==> src/hw/rtl/nom_cell.sv <==
// ----------------------------------------------------------------------------
// nom_cell
// One table entry of the rotating ring; loads from its neighbor or a write.
// ----------------------------------------------------------------------------
module nom_cell #(
    parameter int EW = 78
) (
    input  logic          aclk,
    input  logic          shift_en,
    input  logic          wr_en,
    input  logic [EW-1:0] wr_data,
    input  logic [EW-1:0] nb_data,
    output logic [EW-1:0] q
);
    logic [EW-1:0] q_reg;

    always_ff @(posedge aclk) begin
        if (wr_en) begin
            q_reg <= wr_data;
        end else if (shift_en) begin
            q_reg <= nb_data;
        end
    end

    assign q = q_reg;
endmodule

==> config.mk <==
export PLATFORM = sky130hd
export DESIGN_NAME = nom_cell
export DESIGN_NICKNAME = d
export VERILOG_FILES = /design/src/hw/rtl/nom_cell.sv
export SDC_FILE = /design/constraint.sdc
export NUM_CORES = 1
export LEC_CHECK = 0
export BUFFER_PORTS_ARGS = -buffer_cell sky130_fd_sc_hd__buf_2
export CAP_MARGIN = 20
export CORE_ASPECT_RATIO = 0.5
export CORE_MARGIN = 2
export CORE_UTILIZATION = 40
export DETAILED_ROUTE_END_ITERATION = 10
export PLACE_DENSITY = 0.79
export SYNTH_ARGS = -nofsm -noshare
export SYNTH_HDL_FRONTEND = slang
export SYNTH_SLANG_ARGS = --single-unit
==> constraint.sdc <==
create_clock -name aclk -period 8.62 [get_ports aclk]
set_clock_uncertainty 0.2 [all_clocks]
set_input_delay 1.724 -clock aclk [delete_from_list [all_inputs] [get_ports aclk]]
set_output_delay 1.724 -clock aclk [all_outputs]
set_load 0.05 [all_outputs]
==> flow_results.org <==
** Placed design
- During placement, the flow inserted port buffers numbering 236.
- Last weighted congestion value of the routability-driven placer :: 0.7870
- Placement-stage worst setup slack :: approximately 4.5 ns
- Detailed placement finished with a half-perimeter wire length of roughly 6400 um.

** Die
- In this run the standard cell core region covers 0.008029 mm2.
- about 240 I/O pins were placed.
- Die ar. :: 0.009101 mm2
- Die H :: 68.47 um
- Placement Rows :: 23
- Starting utilization of the core area :: 0.4141
- Die width :: between 100 and 150 um

** Logic synthesis
- Mean instance size in the synthesized netlist :: between 20 and 25 um2
- Summing every instance area after synthesis gives 0.003324 mm2.
- Of the total synthesized cell area, the portion taken by XOR and XNOR cells is 0.
- Sorting the synthesized cells by area gives the leading types as sky130_fd_sc_hd__edfxtp_1, sky130_fd_sc_hd__mux2_2, sky130_fd_sc_hd__mux2_4.
- Top cell type's share of synthesized area :: 0.7046
- Cell type with the largest total area after synthesis :: sky130_fd_sc_hd__edfxtp_1
- Synthesis produced a netlist whose cell count is 166.
- Number of different library cells in the post-synthesis netlist :: 6
- Of the post-synthesis cell area, the part taken by muxes is 0.2744.
- The Yosys step of the flow raised 0 warnings.
- Post-Synth Simple-Gate Area :: 0.001882
- Compound-gate portion of the synthesized area :: 0
- Adder-cell share of the synthesized area :: 0
- #FFs+latches synth :: 78
- After synthesis, the largest family of logic cells by area is multiplexers.
- Seq/Total Area, Yosys :: 0.7046
- The number of nets handed over by synthesis was about 330.

** Timing
- Actual transition at the worst max-transition pin :: 1.064 ns
- Setup slack closes at 4.825 ns.
- Highest clock frequency the design can meet :: 0.2635 GHz
- Final number of hold-violating endpoints :: 0
- The worst pin sits at a relative slew slack of 0.2909.
- In the finished design, the share of the clock period the worst path needs comes to 0.4403.
- Setup repair after global routing left no endpoint under its margin.
- Max-slew violation total from the final report :: 0
- Adding up every negative setup slack in the final design gives 0 ns.
- Final setup violation count :: 0
- The smallest clock period supported by the final layout is computed as 3.795 ns.

** Worst setup path
- Together, buffers and inverters on the worst path number 1.
- Required time worst endpoint :: 8.36 ns
- Maximum fanout along the worst path :: 79
- Traced cell by cell, the critical path runs through buf_4, or2_4.
- The critical path is of the primary input to register type.
- Max incr delay on CP :: ~0.95 ns
- CP delay by family, top :: simple AND/OR/NAND/NOR gates
- Nature of the critical path startpoint :: primary input
- At the worst endpoint, the arrival time is 3.53 ns.
- Worst Setup End Kind :: register
- On the critical path, the stage with the largest delay is an instance of sky130_fd_sc_hd__or2_4.

** Clock tree
- Clock-pin slew was measured on the worst setup and hold paths at 0.06 ns.
- Buffers inserted during post-CTS setup optimization :: 0
- Clk buf depth :: 2
- Hold-fix buffers, CTS :: 0
- In this run the clock root is driven by a sky130_fd_sc_hd__clkbuf_16.
- CTS built an H-tree with a depth of 3.
- In this run, CTS created clock tree buffers numbering 9.
- CTS sink count :: a little under 80
- Clock tree from TritonCTS :: built
- Once the clock tree was built, the resizer swapped 0 gates to a different size.

** Power and ir drop
- Total power density per cell area :: 227.0 mW/mm2
- Static power due to leakage :: approximately 2.2 nW
- IR analysis of the VDD net gives a maximum drop of 0.0001066 V.

** Layout
- Number of nets at the end of the flow :: ~560
- Area Overhead vs Synth :: 46.44%
- Commonest non-fill, non-tap cells in the layout :: sky130_fd_sc_hd__buf_2, sky130_fd_sc_hd__edfxtp_1, sky130_fd_sc_hd__mux2_2
- Inserted Diodes :: 0
- Number of flip-flops in the largest register :: 78
- Most common cell after layout, fill and taps aside :: sky130_fd_sc_hd__buf_2
- In the final layout, the share of cells above drive strength 1 is 0.8020.

** Global route
- Entering global routing, the biggest net connects 80 pins.
- For this run, the total global-route usage over all layers was measured as 0.1730.
- Antenna violations before repair :: 0
- The first global-routing pass estimated about 11000 um of wire.
- After global routing the overflow that remains totals 0.
- Via count of the first global-routing pass :: 2247

** Drt
- The routed layout has 2302 vias.
- Number of design-rule violations left by the first detailed-router iteration :: 153
- The final layout contains routed wiring with a total length of between 8000 and 9000 um.
- DRC violations left :: 0
- In the final routed layout, each cell accounts on average for 16.10 um.
- Average via count per standard cell :: 4.418
- 1st-pass router iterations :: 5
- In this run the remaining antenna-violating nets after routing total 0.

** Status
- The run finished with clean final reports.

** Job
- Max-cap violations :: 0

** Hold path
- The worst hold path belongs to the class primary input to register.
-- through the flow --
step | power, W | hold slack, ns | std cells | util | instance area (um2)
floorplan | 0.0006801 | 1.741 | 166 | - | 3324
global placement | 0.0007559 | 1.825 | 505 | 0.5713 | 4587
detailed placement | 0.0007602 | 1.828 | 505 | 0.5713 | 4587
CTS | 0.001115 | 1.492 | 521 | 0.6064 | 4868
global route | 0.001146 | 1.489 | 521 | 0.6064 | 4868
finish | 0.001105 | 1.502 | 521 | 0.6064 | 4868
-- kinds of logic after synthesis --
family	count (synthesis)
flip-flops	78
AND/OR/NAND/NOR	1
buffers and inverters	9
multiplexers	78
-- cell type report --
| cell class | count | area, um2 |
|---|---|---|
| Clock inverter | 6 | 52.55 |
| Tap cell | 112 | 140.1 |
| Multi-Input combinational cell | 79 | 920.9 |
| Timing Repair Buffer | 236 | 1184 |
| Sequential cell | 78 | 2342 |
| Clock buffer | 10 | 229.0 |
| Fill cell | 669 | 3161 |
-- cells in the mapped netlist --
| cell | instances |
|---|---|
| sky130_fd_sc_hd__mux2_4 | 9 |
| sky130_fd_sc_hd__edfxtp_1 | 78 |
| sky130_fd_sc_hd__mux2_2 | 69 |
| sky130_fd_sc_hd__buf_2 | 6 |
| sky130_fd_sc_hd__or2_1 | 1 |
| sky130_fd_sc_hd__buf_6 | 3 |
-- path summary, 6_finish.rpt --
| check | startpoint | to | slack [ns] | depth (start not counted) |
|---|---|---|---|---|
| hold / removal | wr_data[1] | q[1] | 1.50 | 2 |
| setup / recovery | wr_en | q[35] | 4.82 | 2 |
-- where the power goes --
group	internal (W)	switching, W
clock	0.000220	0.000134
combinational	0.0000799	0.000195
sequential	0.000466	0.00000953
-- routing by layer --
layer  routed length [um]  up-vias  GRT usage
met5                    0        -          0
met4                   56        0    0.05511
met3                  307        4    0.04815
met2                 4698       57     0.3232
met1                 3325     1110     0.1993
li1                     -     1131          -
(Power assumes the default switching activity.)
