## src/hw/rtl/nom_pkg.sv

```systemverilog
// ----------------------------------------------------------------------------
// nom_pkg
// Shared widths, codes and types of the nearest object track merge block.
// ----------------------------------------------------------------------------
package nom_pkg;

    localparam int CFG_W   = 18;
    localparam int KIND_W  = 3;
    localparam int COLOR_W = 3;
    localparam int CLASS_W = KIND_W + COLOR_W;
    localparam int SLOT_W  = 6;
    localparam int SQ_W    = 2 * CFG_W;
    localparam int D2_W    = SQ_W + 2;

    localparam logic [KIND_W-1:0] KIND_CONDUCTOR = 3'd1;
    localparam logic [CFG_W-1:0]  MATCH_DIST_RST = 18'd500;

    typedef struct packed {
        logic vld;
        logic last;
    } nom_ctl_t;

endpackage

```

## src/hw/rtl/nom_dist.sv

```systemverilog
// ----------------------------------------------------------------------------
// nom_dist
// Three-stage distance test of the ring head entry against the observation.
// ----------------------------------------------------------------------------
module nom_dist #(
    parameter int P  = 18,
    parameter int EW = 78,
    parameter int IW = 6
) (
    input  logic                       aclk,
    input  logic                       aresetn,
    input  nom_pkg::nom_ctl_t          in_ctl,
    input  logic [IW-1:0]              in_idx,
    input  logic [EW-1:0]              head,
    input  logic [EW-1:0]              obs,
    input  logic [nom_pkg::CFG_W-1:0]  cut,
    input  logic [nom_pkg::SQ_W-1:0]   cut2,
    output nom_pkg::nom_ctl_t          out_ctl,
    output logic [nom_pkg::D2_W-1:0]   out_d2,
    output logic [IW-1:0]              out_idx,
    output logic [EW-1:0]              out_ent
);
    import nom_pkg::*;

    localparam int EX   = CLASS_W;
    localparam int CMPW = (P + 1 > CFG_W) ? P + 1 : CFG_W;

    logic [P:0]   mag_x, mag_y, mag_z;
    logic         near;
    nom_ctl_t     ctl1_reg, ctl2_reg, ctl3_reg;
    logic [IW-1:0] idx1_reg, idx2_reg, idx3_reg;
    logic [EW-1:0] ent1_reg, ent2_reg, ent3_reg;
    logic [CFG_W-1:0] mx_reg, my_reg, mz_reg;
    logic [SQ_W-1:0]  sx_reg, sy_reg, sz_reg;
    logic [D2_W-1:0]  d2_reg, sum;

    function automatic logic [P:0] absdiff(input logic [P-1:0] a, input logic [P-1:0] b);
        logic [P:0] d;
        d = {a[P-1], a} - {b[P-1], b};
        return d[P] ? -d : d;
    endfunction

    always_comb begin
        mag_x = absdiff(head[EX +: P], obs[EX +: P]);
        mag_y = absdiff(head[EX+P +: P], obs[EX+P +: P]);
        mag_z = absdiff(head[EX+2*P +: P], obs[EX+2*P +: P]);
        near  = (CMPW'(mag_x) < CMPW'(cut)) && (CMPW'(mag_y) < CMPW'(cut))
             && (CMPW'(mag_z) < CMPW'(cut));
        sum   = D2_W'(sx_reg) + D2_W'(sy_reg) + D2_W'(sz_reg);
    end

    always_ff @(posedge aclk) begin
        if (!aresetn) begin
            ctl1_reg <= '0;
            ctl2_reg <= '0;
            ctl3_reg <= '0;
        end else begin
            ctl1_reg.vld  <= in_ctl.vld && near
                          && (head[CLASS_W-1:0] == obs[CLASS_W-1:0]);
            ctl1_reg.last <= in_ctl.last;
            ctl2_reg      <= ctl1_reg;
            ctl3_reg.vld  <= ctl2_reg.vld && (sum < D2_W'(cut2));
            ctl3_reg.last <= ctl2_reg.last;
        end
    end

    // square only matters when near, so the cutoff width holds the magnitude
    always_ff @(posedge aclk) begin
        idx1_reg <= in_idx;
        ent1_reg <= head;
        mx_reg   <= CFG_W'(mag_x);
        my_reg   <= CFG_W'(mag_y);
        mz_reg   <= CFG_W'(mag_z);
        idx2_reg <= idx1_reg;
        ent2_reg <= ent1_reg;
        sx_reg   <= mx_reg * mx_reg;
        sy_reg   <= my_reg * my_reg;
        sz_reg   <= mz_reg * mz_reg;
        idx3_reg <= idx2_reg;
        ent3_reg <= ent2_reg;
        d2_reg   <= sum;
    end

    assign out_ctl = ctl3_reg;
    assign out_d2  = d2_reg;
    assign out_idx = idx3_reg;
    assign out_ent = ent3_reg;
endmodule

```

## config.mk

```make
export PLATFORM = sky130hd
export DESIGN_NAME = nom_dist
export DESIGN_NICKNAME = d
export VERILOG_FILES = /design/src/hw/rtl/nom_pkg.sv /design/src/hw/rtl/nom_dist.sv
export SDC_FILE = /design/constraint.sdc
export NUM_CORES = 2
export LEC_CHECK = 0
export BUFFER_PORTS_ARGS = -buffer_cell sky130_fd_sc_hd__buf_2
export CELL_PAD_IN_SITES_DETAIL_PLACEMENT = 0
export CELL_PAD_IN_SITES_GLOBAL_PLACEMENT = 2
export CORE_ASPECT_RATIO = 0.7
export CORE_MARGIN = 1.5
export CORE_UTILIZATION = 43
export DETAILED_ROUTE_END_ITERATION = 8
export PLACE_DENSITY = 0.85
export SLEW_MARGIN = 10
export SYNTH_ARGS = -nofsm -noshare
export SYNTH_HDL_FRONTEND = slang
export SYNTH_SLANG_ARGS = --single-unit
```

## constraint.sdc

```tcl
create_clock -name aclk -period 12.26 [get_ports aclk]
set_input_delay 1.839 -clock aclk [delete_from_list [all_inputs] [get_ports aclk]]
set_output_delay 1.839 -clock aclk [all_outputs]
set_load 0.1 [all_outputs]
```

==> results.md <==
- Antenna violations before repair: 7
- GRT Total Usage: 0.1980
- Vias per cell: 4.805
- Root Driver: clkbuf_16
- Finished Cell Area: a little under 50000 sq um
- Post-synthesis cell count: 4559
- Crit Path Max Fanout: 18
- Slowest stage cell, crit path: dfxtp_1
- Crit path launch type: flip-flop
- H-Tree Depth: 2
- Die width: 386 um
- Max-slew violations: 0
- Max stage delay on crit path: 0.96 ns
- Nets: approximately 6300
- Vias in the first global route: about 32000
- Most common cell in the synthesized netlist: inv_1
- PortBufs: between 300 and 400
- Post-synthesis sequential area ratio: 0.2063
- Max clock buf depth: 3
- Setup bufs post-CTS: 0
- Post-CTS Resized: 0
- Number of enable flip-flop cells after synthesis: 0
- Synth Cell Area: ~44000 sq um
- Min cycle time layout: 7.608 ns
- Area after DPL: between 40000 and 50000 sq um
- Total number of vias: between 30000 and 40000
- Global placer's final weighted congestion: just over 0.8
- Most instantiated cells after synthesis: inv_1, fa_1, ha_1
- Fmax: ~130 MHz
- Final HPWL DP: about 84000 um
- Yosys top cell by area: fa_1
- Drt total wl: approximately 99000 um
- WL/cell: around 16 um
- RSZ-0062 raised after global routing: no
- Max-slew headroom: 0.2899
- Final Hold Viols: 0
- Die H: 271.1 um
- Worst-path clk slew: 0.07 ns
- Final ANT Viol Nets: 0
- Floorplan row count: a little under 100
- Setup-failing EPs final: 0
- Layout Skew: 0.02717 ns
- Hold/Removal Path Class: flip-flop to flip-flop
- Top area cells in the synthesized netlist: fa_1, dfxtp_1, ha_1
- Crit. End Element: flip-flop
- Die area: roughly 100000 sq um
- Synth Net Count: roughly 6000
- Initial Utilization: 0.4333
- Synthesized flop and latch total: 455
- Synthesized area per cell: between 9 and 10 sq um
- Remaining routing DRC violations: 0
- Largest net degree at the start of global routing: 20
- Area Overhead vs Synth: 11.09%
- I/O pins: approximately 340
- Worst skew pair latency: 0.62 ns
- Worst hold stages: 0
- Ratio of cells with drive above 1 in the final layout: 0.09616
- CTS Sinks: 455
- WS Path Type: flip-flop to flip-flop
- Synth async-reset ratio: 0
- CP Cell Sequence: nand2_1 > fa_1 > inv_1 > fa_1 > inv_1 > fa_1 > inv_1 > fa_1 > fa_1 > inv_1 > fa_1 > inv_1 > ha_1 > and2_1 > a22o_1 > a311o_1 > a41o_1 > a311oi_1 > o211a_1 > nor3_1 > nor4_1 > nand3b_1
- Filler Cell Count: around 9800
- First-iteration detailed-routing DRC count: 1341
- Gr ovfl total: 0
- Yosys warns: 0
- Drt pass-1 iters: 5
- Cell variety after synth: 80
- Arrival time worst endpoint: about 8 ns
- Most frequent CP cell: fa_1
- Reg2Reg Depth: 22
- Clock buffer count from CTS: 48
- CTS tree: done
- Top FF cell, synth: dfxtp_1
- Crit share post-route: 0.6205
- First-pass GRT wire length: 165100 um
- Max cap viols: 0
- Yosys top cell area share: 0.3128
- Status: completed
- Slew @ Worst Pin: between 1 and 1.5 ns
- Placeable Area: ~100000 sq um
- Hold-fix buffers, CTS: 0
- Critical path required time: between 10 and 15 ns
- Setup_tns: 0 ns
[worst max-delay path: cells and delay by family (launching register included)]
kind	cells	cell delay [ns]
adders and majority gates	7	3.23
DFF	1	0.96
buffers and inverters	5	0.26
AOI/OAI and AO/OA	5	2.13
and+or+nand+nor	5	0.93
[worst paths after layout]
| check | from | to | slack (ns) |
|---|---|---|---|
| setup / recovery | mz_reg[5] | sz_reg[34] | 4.65 |
| hold / removal | ent1_reg[74] | ent2_reg[74] | 0.32 |
| hold reg to reg | ent1_reg[74] | ent2_reg[74] | 0.32 |
| setup reg to reg | mz_reg[5] | sz_reg[34] | 4.65 |
[layout by cell type, fill, tap and decap left out, types with 16 or more instances in the layout]
cell type / netlist / layout
a211oi_1: 20 / 20
a21o_1: 81 / 81
a21oi_1: 132 / 132
a31oi_1: 24 / 24
and2_1: 193 / 193
and3_1: 22 / 22
buf_2: 0 / 325
buf_4: 0 / 26
clkbuf_16: 0 / 48
dfxtp_1: 455 / 455
fa_1: 690 / 690
ha_1: 514 / 514
inv_1: 1076 / 1076
nand2_1: 358 / 358
nand2b_1: 22 / 22
nand3_1: 32 / 32
nand4_1: 16 / 16
nor2_1: 144 / 144
nor2b_1: 35 / 35
nor3_1: 52 / 52
o21a_1: 40 / 40
o21ai_0: 102 / 102
o21bai_1: 18 / 18
o31ai_1: 17 / 17
or2_2: 17 / 17
xnor2_1: 140 / 140
xor2_1: 76 / 76
[final cells by class]
cell class	instances	area (sq um)	area share
inverter	1076	4039	0.08234
sequential	455	9109	0.1857
clock buffer	58	1299	0.02648
clock inverter	31	385.4	0.007857
antenna	1	2.502	0.00005102
tap	1350	1689	0.03444
multi-input combinational	2948	30710	0.6260
timing repair buffer	351	1822	0.03714
[metrics by stage]
| step | instances | hold WS [ns] | setup WS (ns) | util |
|---|---|---|---|---|
| after floorplan | 4559 | 0.3096 | 5.816 | - |
| after global placement | 6180 | 0.3095 | 4.762 | 0.4648 |
| after detailed placement | 6180 | 0.3121 | 4.762 | 0.4648 |
| after CTS | 6269 | 0.3118 | 4.722 | 0.4814 |
| after global routing | 6269 | 0.3263 | 4.237 | 0.4814 |
| final | 6270 | 0.3160 | 4.652 | 0.4814 |
[cell families after synthesis]
family | synth area share
AOI/OAI and AO/OA | 0.08683
buffers and inverters | 0.09827
and+or+nand+nor | 0.1050
muxes | 0.002154
adders and majority gates | 0.4585
DFF | 0.2063
xor gates and xnor gates | 0.04285
other | 0.00008493
[routing by layer]
layer	GRT usage	wire length, um	vias to the layer above
li1	-	-	14890
met1	0.2840	48430	14580
met2	0.3091	43470	534
met3	0.03697	5182	113
met4	0.04448	2344	10
met5	0	67	-
Power is not shown: default switching activity piles up to over one toggle a cycle in this logic, so the estimate is an artifact.
